`config.mk`:
```
export PLATFORM = sky130hd
export DESIGN_NAME = audio_dac_pll_divider_calc
export DESIGN_NICKNAME = d
export VERILOG_FILES = /design/src/hw/rtl/adpdc_pkg.sv /design/src/hw/rtl/audio_dac_pll_divider_calc.sv /design/src/hw/rtl/adpdc_front.sv /design/src/hw/rtl/adpdc_div_cell.sv
export SDC_FILE = /design/constraint.sdc
export NUM_CORES = 2
export LEC_CHECK = 0
export BUFFER_PORTS_ARGS = -buffer_cell sky130_fd_sc_hd__buf_2
export CORE_UTILIZATION = 30
export CTS_CLUSTER_SIZE = 16
export DETAILED_ROUTE_END_ITERATION = 7
export GPL_ROUTABILITY_DRIVEN = 0
export PLACE_DENSITY = 0.5
export SLEW_MARGIN = 20
export SYNTH_ARGS = -nofsm -noshare
export SYNTH_HDL_FRONTEND = slang
export SYNTH_SLANG_ARGS = --single-unit
```
`constraint.sdc`:
```
create_clock -name clk -period 53.9 [get_ports clk]
set_input_delay 5.39 -clock clk [delete_from_list [all_inputs] [get_ports clk]]
set_output_delay 5.39 -clock clk [all_outputs]
set_load 0.01 [all_outputs]
```
`src/hw/rtl/adpdc_pkg.sv`:
```
// ----------------------------------------------------------------------------
// adpdc_pkg
// Types, constants and the divider step shared by the clock setup pipeline.
// ----------------------------------------------------------------------------
package adpdc_pkg;

	// operand widths
	localparam int unsigned RATE_W = 19;
	localparam int unsigned BITS_W = 6;
	localparam int unsigned BCLK_W = 26;
	localparam int unsigned NUM_W  = 27;
	localparam int unsigned QUO_W  = 12;
	localparam int unsigned TRY_W  = NUM_W + QUO_W;

	// status codes
	localparam logic [1:0] ST_OK       = 2'd0;
	localparam logic [1:0] ST_BCLK     = 2'd1;
	localparam logic [1:0] ST_RATE24   = 2'd2;
	localparam logic [1:0] ST_WORD_LEN = 2'd3;

	// word codes
	localparam logic [1:0] WC_16 = 2'd0;
	localparam logic [1:0] WC_24 = 2'd2;
	localparam logic [1:0] WC_32 = 2'd3;
	localparam logic [5:0] IFACE_BASE = 6'h30;

	// clock constants
	localparam logic [NUM_W-1:0]  PLL_441_HZ   = 27'd90316800;
	localparam logic [NUM_W-1:0]  PLL_48_HZ    = 27'd98304000;
	localparam logic [NUM_W-1:0]  IDAC_NUM_HZ  = 27'd49152000;
	localparam logic [NUM_W-1:0]  OSR_BASE_HZ  = 27'd384000;
	localparam logic [BCLK_W-1:0] BCLK_MIN_HZ  = 26'd1000000;
	localparam logic [BCLK_W-1:0] BCLK_MAX_HZ  = 26'd50000000;
	localparam logic [BCLK_W-1:0] BCLK_P3_HZ   = 26'd1536000;
	localparam logic [BCLK_W-1:0] BCLK_P2_HZ   = 26'd12288000;
	localparam logic [15:0]       IDAC_FIXED   = 16'd1024;

	// divide by three as multiply and shift, exact below 2**26
	localparam int unsigned       RECIP3_SH = 28;
	localparam logic [26:0]       RECIP3    = 27'd89478486;

	// one division in flight: partial remainder, divisor and quotient so far
	typedef struct packed {
		logic [NUM_W-1:0] rem;
		logic [NUM_W-1:0] den;
		logic [QUO_W-1:0] quo;
	} lane_t;

	// what travels down the cell row with each transfer
	typedef struct packed {
		logic [1:0] status;
		logic [1:0] p_field;
		logic [6:0] dsp_div;
		logic [1:0] speed;
		logic [1:0] code;
		logic       mclk;
		logic       fam441;
		logic       idac_fix;
		lane_t      j_lane;
		lane_t      osr_lane;
		lane_t      idac_lane;
	} item_t;

	// one restoring division step at a fixed bit position
	function automatic lane_t div_step(lane_t l, int unsigned sh);
		logic [TRY_W-1:0] trial;
		logic             ge;
		lane_t            r;
		trial = {{QUO_W{1'b0}}, l.den} << sh;
		ge    = {{QUO_W{1'b0}}, l.rem} >= trial;
		r     = l;
		r.quo = {l.quo[QUO_W-2:0], ge};
		if (ge) begin
			r.rem = l.rem - trial[NUM_W-1:0];
		end
		return r;
	endfunction

endpackage

```
`src/hw/rtl/audio_dac_pll_divider_calc.sv`:
```
// ----------------------------------------------------------------------------
// audio_dac_pll_divider_calc
// PLL and clock divider setup for an audio DAC clocked from the bit clock.
// ----------------------------------------------------------------------------
// Accepts one request per cycle while the output side does not stall. Each
// request passes two front stages for the bit clock product and the divide
// by three, then the row of twelve divider cells, each resolving one
// quotient bit of the PLL multiplier, oversampling and DSP cycle divisions,
// and then the output register. A stall on the output holds the whole
// pipeline.
module audio_dac_pll_divider_calc (
	input  logic        clk,
	input  logic        arst_n,
	input  logic        s_tvalid,
	output logic        s_tready,
	// sample_rate[18:0], bits_per_sample[24:19]
	input  logic [31:0] s_tdata,
	output logic        m_tvalid,
	input  logic        m_tready,
	// status[1:0], pll_p_field[3:2], pll_j_field[11:4], pll_r_field[15:12],
	// dsp_div_field[22:16], dac_div_field[29:23], charge_pump_div_field[36:30],
	// oversampling_div_field[43:37], dsp_cycles_per_sample[59:44],
	// speed_mode[61:60], word_format_code[67:62], mclk_multiple_384[68]
	output logic [71:0] m_tdata
);

	localparam int unsigned NCELL = adpdc_pkg::QUO_W;

	logic                   advance;
	logic                   valid_c [NCELL+1];
	adpdc_pkg::item_t       item_c  [NCELL+1];
	logic                   m_tvalid_q;
	logic [71:0]            m_tdata_q;
	logic [71:0]            data_d;
	adpdc_pkg::item_t       fin;
	logic                   ok;

	// pipeline moves whenever the output register is free or draining
	assign advance  = !m_tvalid_q || m_tready;
	assign s_tready = advance;

	adpdc_front u_front (
		.clk       (clk),
		.arst_n    (arst_n),
		.advance   (advance),
		.in_valid  (s_tvalid),
		.rate      (s_tdata[18:0]),
		.bits      (s_tdata[24:19]),
		.out_valid (valid_c[0]),
		.out_item  (item_c[0])
	);

	// divider cell row, most significant quotient bit first
	for (genvar i = 0; i < NCELL; i++) begin : g_cell
		adpdc_div_cell #(
			.SHIFT (NCELL - 1 - i)
		) u_cell (
			.clk       (clk),
			.arst_n    (arst_n),
			.advance   (advance),
			.in_valid  (valid_c[i]),
			.in_item   (item_c[i]),
			.out_valid (valid_c[i+1]),
			.out_item  (item_c[i+1])
		);
	end

	// result assembly, error results keep only the status and the master clock select
	assign fin = item_c[NCELL];
	assign ok  = fin.status == adpdc_pkg::ST_OK;

	always_comb begin
		data_d        = '0;
		data_d[1:0]   = fin.status;
		data_d[68]    = fin.mclk;
		if (ok) begin
			data_d[3:2]   = fin.p_field;
			data_d[11:4]  = fin.j_lane.quo[7:0];
			data_d[15:12] = 4'd1;
			data_d[22:16] = fin.dsp_div;
			data_d[29:23] = 7'd15;
			data_d[36:30] = 7'd3;
			data_d[43:37] = fin.fam441 ? 7'd7 : (fin.osr_lane.quo[6:0] - 7'd1);
			data_d[59:44] = fin.idac_fix ? adpdc_pkg::IDAC_FIXED
				: {4'd0, fin.idac_lane.quo};
			data_d[61:60] = fin.speed;
			data_d[67:62] = adpdc_pkg::IFACE_BASE | {4'd0, fin.code};
		end
	end

	// output register
	always_ff @(posedge clk or negedge arst_n) begin
		if (!arst_n) begin
			m_tvalid_q <= 1'b0;
		end else if (advance) begin
			m_tvalid_q <= valid_c[NCELL];
		end
	end

	always_ff @(posedge clk) begin
		if (advance) begin
			m_tdata_q <= data_d;
		end
	end

	assign m_tvalid = m_tvalid_q;
	assign m_tdata  = m_tdata_q;

endmodule

```
`src/hw/rtl/adpdc_front.sv`:
```
// ----------------------------------------------------------------------------
// adpdc_front
// Bit clock, checks, PLL input divider and divider operands in two stages.
// ----------------------------------------------------------------------------
module adpdc_front (
	input  logic                             clk,
	input  logic                             arst_n,
	input  logic                             advance,
	input  logic                             in_valid,
	input  logic [adpdc_pkg::RATE_W-1:0]     rate,
	input  logic [adpdc_pkg::BITS_W-1:0]     bits,
	output logic                             out_valid,
	output adpdc_pkg::item_t                 out_item
);

	logic                         valid_s1;
	logic [adpdc_pkg::RATE_W-1:0] rate_s1;
	logic [adpdc_pkg::BITS_W-1:0] bits_s1;
	logic [adpdc_pkg::BCLK_W-1:0] bclk_s1;
	logic [adpdc_pkg::BCLK_W-1:0] prod;
	logic [adpdc_pkg::BCLK_W-1:0] bclk_d;

	logic                         valid_s2;
	adpdc_pkg::item_t             item_s2;
	adpdc_pkg::item_t             item_d;

	logic                         b16, b24, b32, fam;
	logic [1:0]                   p_sel;
	logic [52:0]                  third_prod;
	logic [adpdc_pkg::BCLK_W-1:0] q;
	logic [adpdc_pkg::NUM_W-1:0]  rate_x;

	// bit clock is rate times bits times two
	assign prod   = {7'd0, rate} * {20'd0, bits};
	assign bclk_d = {prod[adpdc_pkg::BCLK_W-2:0], 1'b0};

	// first stage registers
	always_ff @(posedge clk or negedge arst_n) begin
		if (!arst_n) begin
			valid_s1 <= 1'b0;
		end else if (advance) begin
			valid_s1 <= in_valid;
		end
	end

	always_ff @(posedge clk) begin
		if (advance) begin
			rate_s1 <= rate;
			bits_s1 <= bits;
			bclk_s1 <= bclk_d;
		end
	end

	// bit clock over three
	assign third_prod = {27'd0, bclk_s1} * {26'd0, adpdc_pkg::RECIP3};
	assign rate_x     = {8'd0, rate_s1};

	// checks, word code, P choice, DSP divider, speed mode and divider operands
	always_comb begin
		b16 = bits_s1 == 6'd16;
		b24 = bits_s1 == 6'd24;
		b32 = bits_s1 == 6'd32;
		fam = rate_s1 == 19'd11025 || rate_s1 == 19'd22050 || rate_s1 == 19'd44100;

		item_d = '0;
		item_d.mclk = b24;
		item_d.code = b24 ? adpdc_pkg::WC_24 : (b32 ? adpdc_pkg::WC_32 : adpdc_pkg::WC_16);

		if (!(b16 || b24 || b32)) begin
			item_d.status = adpdc_pkg::ST_WORD_LEN;
		end else if (bclk_s1 < adpdc_pkg::BCLK_MIN_HZ || bclk_s1 > adpdc_pkg::BCLK_MAX_HZ) begin
			item_d.status = adpdc_pkg::ST_BCLK;
		end else if ((rate_s1 == 19'd44100 || rate_s1 == 19'd48000) && b24) begin
			item_d.status = adpdc_pkg::ST_RATE24;
		end else begin
			item_d.status = adpdc_pkg::ST_OK;
		end

		if (fam) begin
			p_sel = 2'd0;
		end else if (b24 && bclk_s1 > adpdc_pkg::BCLK_P3_HZ) begin
			p_sel = 2'd2;
		end else if (bclk_s1 > adpdc_pkg::BCLK_P2_HZ) begin
			p_sel = 2'd1;
		end else begin
			p_sel = 2'd0;
		end

		case (p_sel)
			2'd2:    q = {1'b0, third_prod[52:adpdc_pkg::RECIP3_SH]};
			2'd1:    q = {1'b0, bclk_s1[adpdc_pkg::BCLK_W-1:1]};
			default: q = bclk_s1;
		endcase

		item_d.p_field = p_sel;
		item_d.fam441  = fam;
		item_d.idac_fix = fam || rate_s1 == 19'd16000 || rate_s1 == 19'd32000;

		if (fam) begin
			item_d.dsp_div = 7'd1;
		end else if (rate_s1 == 19'd16000) begin
			item_d.dsp_div = 7'd5;
		end else if (rate_s1 == 19'd32000) begin
			item_d.dsp_div = 7'd2;
		end else begin
			item_d.dsp_div = 7'd1;
		end

		if (rate_s1 <= 19'd48000) begin
			item_d.speed = 2'd0;
		end else if (rate_s1 <= 19'd96000) begin
			item_d.speed = 2'd1;
		end else if (rate_s1 <= 19'd192000) begin
			item_d.speed = 2'd2;
		end else begin
			item_d.speed = 2'd3;
		end

		item_d.j_lane.rem    = fam ? adpdc_pkg::PLL_441_HZ : adpdc_pkg::PLL_48_HZ;
		item_d.j_lane.den    = {q, 1'b0};
		item_d.j_lane.quo    = '0;
		item_d.osr_lane.rem  = adpdc_pkg::OSR_BASE_HZ;
		item_d.osr_lane.den  = rate_x;
		item_d.osr_lane.quo  = '0;
		item_d.idac_lane.rem = adpdc_pkg::IDAC_NUM_HZ;
		item_d.idac_lane.den = rate_x;
		item_d.idac_lane.quo = '0;
	end

	// second stage registers
	always_ff @(posedge clk or negedge arst_n) begin
		if (!arst_n) begin
			valid_s2 <= 1'b0;
		end else if (advance) begin
			valid_s2 <= valid_s1;
		end
	end

	always_ff @(posedge clk) begin
		if (advance) begin
			item_s2 <= item_d;
		end
	end

	assign out_valid = valid_s2;
	assign out_item  = item_s2;

endmodule

```
`src/hw/rtl/adpdc_div_cell.sv`:
```
// ----------------------------------------------------------------------------
// adpdc_div_cell
// One cell of the divider row: resolves one quotient bit in each lane.
// ----------------------------------------------------------------------------
module adpdc_div_cell #(
	parameter int unsigned SHIFT = 0
) (
	input  logic             clk,
	input  logic             arst_n,
	input  logic             advance,
	input  logic             in_valid,
	input  adpdc_pkg::item_t in_item,
	output logic             out_valid,
	output adpdc_pkg::item_t out_item
);

	logic             valid_q;
	adpdc_pkg::item_t item_q;
	adpdc_pkg::item_t item_d;

	// one restoring step per lane
	always_comb begin
		item_d           = in_item;
		item_d.j_lane    = adpdc_pkg::div_step(in_item.j_lane, SHIFT);
		item_d.osr_lane  = adpdc_pkg::div_step(in_item.osr_lane, SHIFT);
		item_d.idac_lane = adpdc_pkg::div_step(in_item.idac_lane, SHIFT);
	end

	always_ff @(posedge clk or negedge arst_n) begin
		if (!arst_n) begin
			valid_q <= 1'b0;
		end else if (advance) begin
			valid_q <= in_valid;
		end
	end

	always_ff @(posedge clk) begin
		if (advance) begin
			item_q <= item_d;
		end
	end

	assign out_valid = valid_q;
	assign out_item  = item_q;

endmodule

```
==> run metrics <==
number of global-route vias before repair 65,710; time the worst path needs with I/O delays and setup 11,810 ps; wire length of the first global-routing pass ~350 mm; transition time at the pin with the least slew margin around 1000 ps; Clock Pin Slew Worst Setup and Hold Paths 60 ps; worst endpoint data arrival time around 6400 ps; simple-gate share of the synthesized area roughly a tenth; async set-or-reset flop fraction in the synthesized netlist less than 1%; fraction of the mapped netlist area in compound gates 11.35%; number of clock sinks roughly 1,700; routed wire length on met2 roughly 100 mm; Synth Instances approximately 8,700; root buffer selected by CTS sky130_fd_sc_hd__clkbuf_16; wire length after detailed routing approximately 220 mm; later-pin clock latency in the skew report 870 ps; number of synthesized flops with an enable pin approximately 1,600; HPWL after detailed placement ~170 mm; Clock H-tree levels 4; f_max 0.08468 GHz; reg2reg path depth 22; hold-critical path endpoint g_cell[11].u_cell.out_item[202]$_DFFE_PP_; area enclosed by the die boundary 337,400 µm²; CP Class in2out; YS warnings 0; required time at the endpoint of the critical path 48,510 ps; Routed met3 length 6.937 mm; run status completed; DRT met1 WL around 98 mm; Syn Area/Cell approximately 12 µm²; worst path setup slack after routing roughly 42,000 ps; Resized Gates After CTS 0; # Max-Cap Violations 0; count of final setup violators 0; effective utilization at floorplan 30.15%; total negative setup slack 0 ps; chip height between 500 and 600 µm; largest area contributor in the netlist sky130_fd_sc_hd__edfxtp_1; startpoint types primary input; TritonCTS clock tree done; maximum number of pins on one net before global-route repair approximately 180; top-level I/O count 110; dominant combinational cell family by area after synthesis adder cells; DRC 0; Period Utilization, post-route 21.91%; post-synthesis share of cell area spent on xor and xnor gates 4.966%; total of fill cells in the finished design ~33,000; RR Endpoint u_front.out_item[167]$_DFFE_PP_; via count of the routed design roughly 63,000; area grow syn2layout 11.82%; Max Fanout on Critical Path between 50 and 60; worst flop-to-flop path startpoint u_front.bclk_s1[11]$_DFFE_PP_; synthesized cell area 100,500 µm²; RSZ-0062 raised after global routing no; first-pass iteration count of the detailed router 7; post-DR wirelength/cell roughly 16 µm; largest cells by area after synthesis sky130_fd_sc_hd__edfxtp_1 49%, sky130_fd_sc_hd__ha_1 11%, sky130_fd_sc_hd__fa_1 5.4%; final antenna-violating net count 0; Final Max Tran Viols 0; Min-Delay Startpoint g_cell[10].u_cell.out_item[202]$_DFFE_PP_; Synth Flop Type sky130_fd_sc_hd__edfxtp_1; Max-slew headroom between 20% and 30%; worst clock skew 63.94 ps; Setup Buffers After CTS 0; Port Buffers ~80; Hold Path Class reg2reg; cts bufs inserted slightly below 200; width of the die 580.9 µm; number of nets in the layout around 10,000; pre-CTS setup slack approximately 42,000 ps; final hold vios 0; type of element capturing the critical path output port; fraction of the yosys area taken by sequential cells between 40% and 50%; adder and majority cell fraction of the synthesized area roughly 17%; total of flip-flops plus latches after synthesis 1,652; Detailed Route Iter0 Violations about 3,400; overall track demand over capacity in global routing between 10% and 20%; Worst Hold Depth 0; number of antenna violations at the first check in global routing 5; via density per instance around 4.7; distinct cell type count of the synthesized netlist 114; fraction of synthesized area in multiplexers between 3 and 4%; Floorplan Core Area about 330,000 µm²; hold buffer count at cts 0; clk buf depth 4; setup slack of the worst register-to-register path ~46,000 ps; Synth top area share between 40% and 50%; top layer in use met5; total congestion overflow after global routing 0; share of post-route cells with drive strength above 1 around 9%; row count between 200 and 250
==> area by class of cell <==
type	instances	area, µm²	area share (%)
flip-flops and latches	1652	49530	44.07
well taps	4387	5489	4.883
multi-input cells	5825	46380	41.26
clock buffers	232	5082	4.522
repair buffers	119	755.7	0.6723
clock inverters	119	1212	1.079
inverters	1050	3949	3.513
diodes	1	2.502	0.002226
==> through the flow <==
stage | cells | hold WS, ps | cell area [µm²] | utilization, %
after floorplan | 8686 | 400.3 | 100600 | -
after global placement | 13030 | 400.8 | 106100 | 31.81
after detailed placement | 13030 | 404.5 | 106100 | 31.82
after CTS | 13380 | 378.8 | 112400 | 33.71
after global routing | 13390 | 389.5 | 112400 | 33.71
final | 13390 | 380.1 | 112400 | 33.71
==> sequential cells by signal, indices dropped and copies added, names as in the netlist <==
name                     count
u_front.valid_s1             1
u_front.out_valid            1
m_tvalid                     1
g_cell.u_cell.out_valid     12
u_front.bclk_s1             25
u_front.out_item            60
u_front.rate_s1             19
g_cell.u_cell.out_item    1487
m_tdata                     40
u_front.bits_s1              6
==> worst max-delay path, cell delays in order <==
cell	delay [ps]
sky130_fd_sc_hd__buf_2	70
sky130_fd_sc_hd__nor2b_1	30
sky130_fd_sc_hd__buf_4	200
sky130_fd_sc_hd__inv_8	300
sky130_fd_sc_hd__buf_2	330
==> synth_stat cells (all sizes together), types with 23 or more instances <==
cell	n
edfxtp	1637
inv	1049
ha	906
nand2	608
a21oi	522
o21ai	471
nor2	417
xnor2	363
mux2	288
fa	271
a21o	225
xor2	207
nor3	148
nand3	132
nor2b	115
nand4	94
and2	86
clkbuf	86
o21a	85
nand2b	81
buf	73
o21bai	58
a31oi	53
or2	53
and3	51
o31ai	49
a211oi	43
nor4	43
a21boi	36
or3	32
mux2i	26
a211o	24
a22oi	23
==> logic make-up (layout without fill, tap and decap cells) <==
logic type | count (synthesis) | in the layout
multiplexers | 314 | 314
other | 1 | 29
XOR/XNOR | 570 | 570
adder cells (fa/ha/maj) | 1177 | 1177
buffers and inverters | 1209 | 1520
AO/OA/AOI/OAI | 1786 | 1786
AND/OR/NAND/NOR | 1950 | 1950
flip-flops | 1652 | 1652
==> metal layers <==
layer | vias to the layer above | global-route usage [%]
met4 | 4 | 5.514
met1 | 30110 | 15.69
met5 | - | 0
met2 | 1156 | 21.88
li1 | 31460 | -
met3 | 485 | 1.618
==> worst max path at each step <==
| stage | depth (start not counted) | to | from |
|---|---|---|---|
| floorplan | 4 | s_tready | m_tready |
| global placement | 5 | s_tready | m_tready |
| detailed placement | 5 | s_tready | m_tready |
| CTS | 5 | s_tready | m_tready |
| global route | 5 | s_tready | m_tready |
| finish | 5 | s_tready | m_tready |
==> placed cells by master (no fill, tap or decap), types with 58 or more instances in the layout <==
cell | Yosys | routed
sky130_fd_sc_hd__edfxtp_1 | 1637 | 1637
sky130_fd_sc_hd__ha_1 | 906 | 906
sky130_fd_sc_hd__a21o_1 | 225 | 224
sky130_fd_sc_hd__nor2_1 | 417 | 416
sky130_fd_sc_hd__nor2b_1 | 115 | 113
sky130_fd_sc_hd__buf_2 | 24 | 78
sky130_fd_sc_hd__nand3_1 | 132 | 132
sky130_fd_sc_hd__nand4_1 | 94 | 94
sky130_fd_sc_hd__a21oi_1 | 518 | 518
sky130_fd_sc_hd__o21bai_1 | 58 | 58
sky130_fd_sc_hd__mux2_2 | 266 | 266
sky130_fd_sc_hd__xor2_1 | 207 | 207
sky130_fd_sc_hd__inv_1 | 1047 | 1046
sky130_fd_sc_hd__o21ai_0 | 442 | 442
sky130_fd_sc_hd__and2_1 | 84 | 84
sky130_fd_sc_hd__xnor2_1 | 363 | 363
sky130_fd_sc_hd__nor3_1 | 147 | 147
sky130_fd_sc_hd__clkbuf_16 | 0 | 198
sky130_fd_sc_hd__o21a_1 | 85 | 85
sky130_fd_sc_hd__fa_1 | 271 | 271
sky130_fd_sc_hd__nand2_1 | 607 | 606
sky130_fd_sc_hd__nand2b_1 | 81 | 81
Power is left out: the tool's default activity adds up to more than one toggle a clock period on the data nets, which glitch-free logic cannot reach.
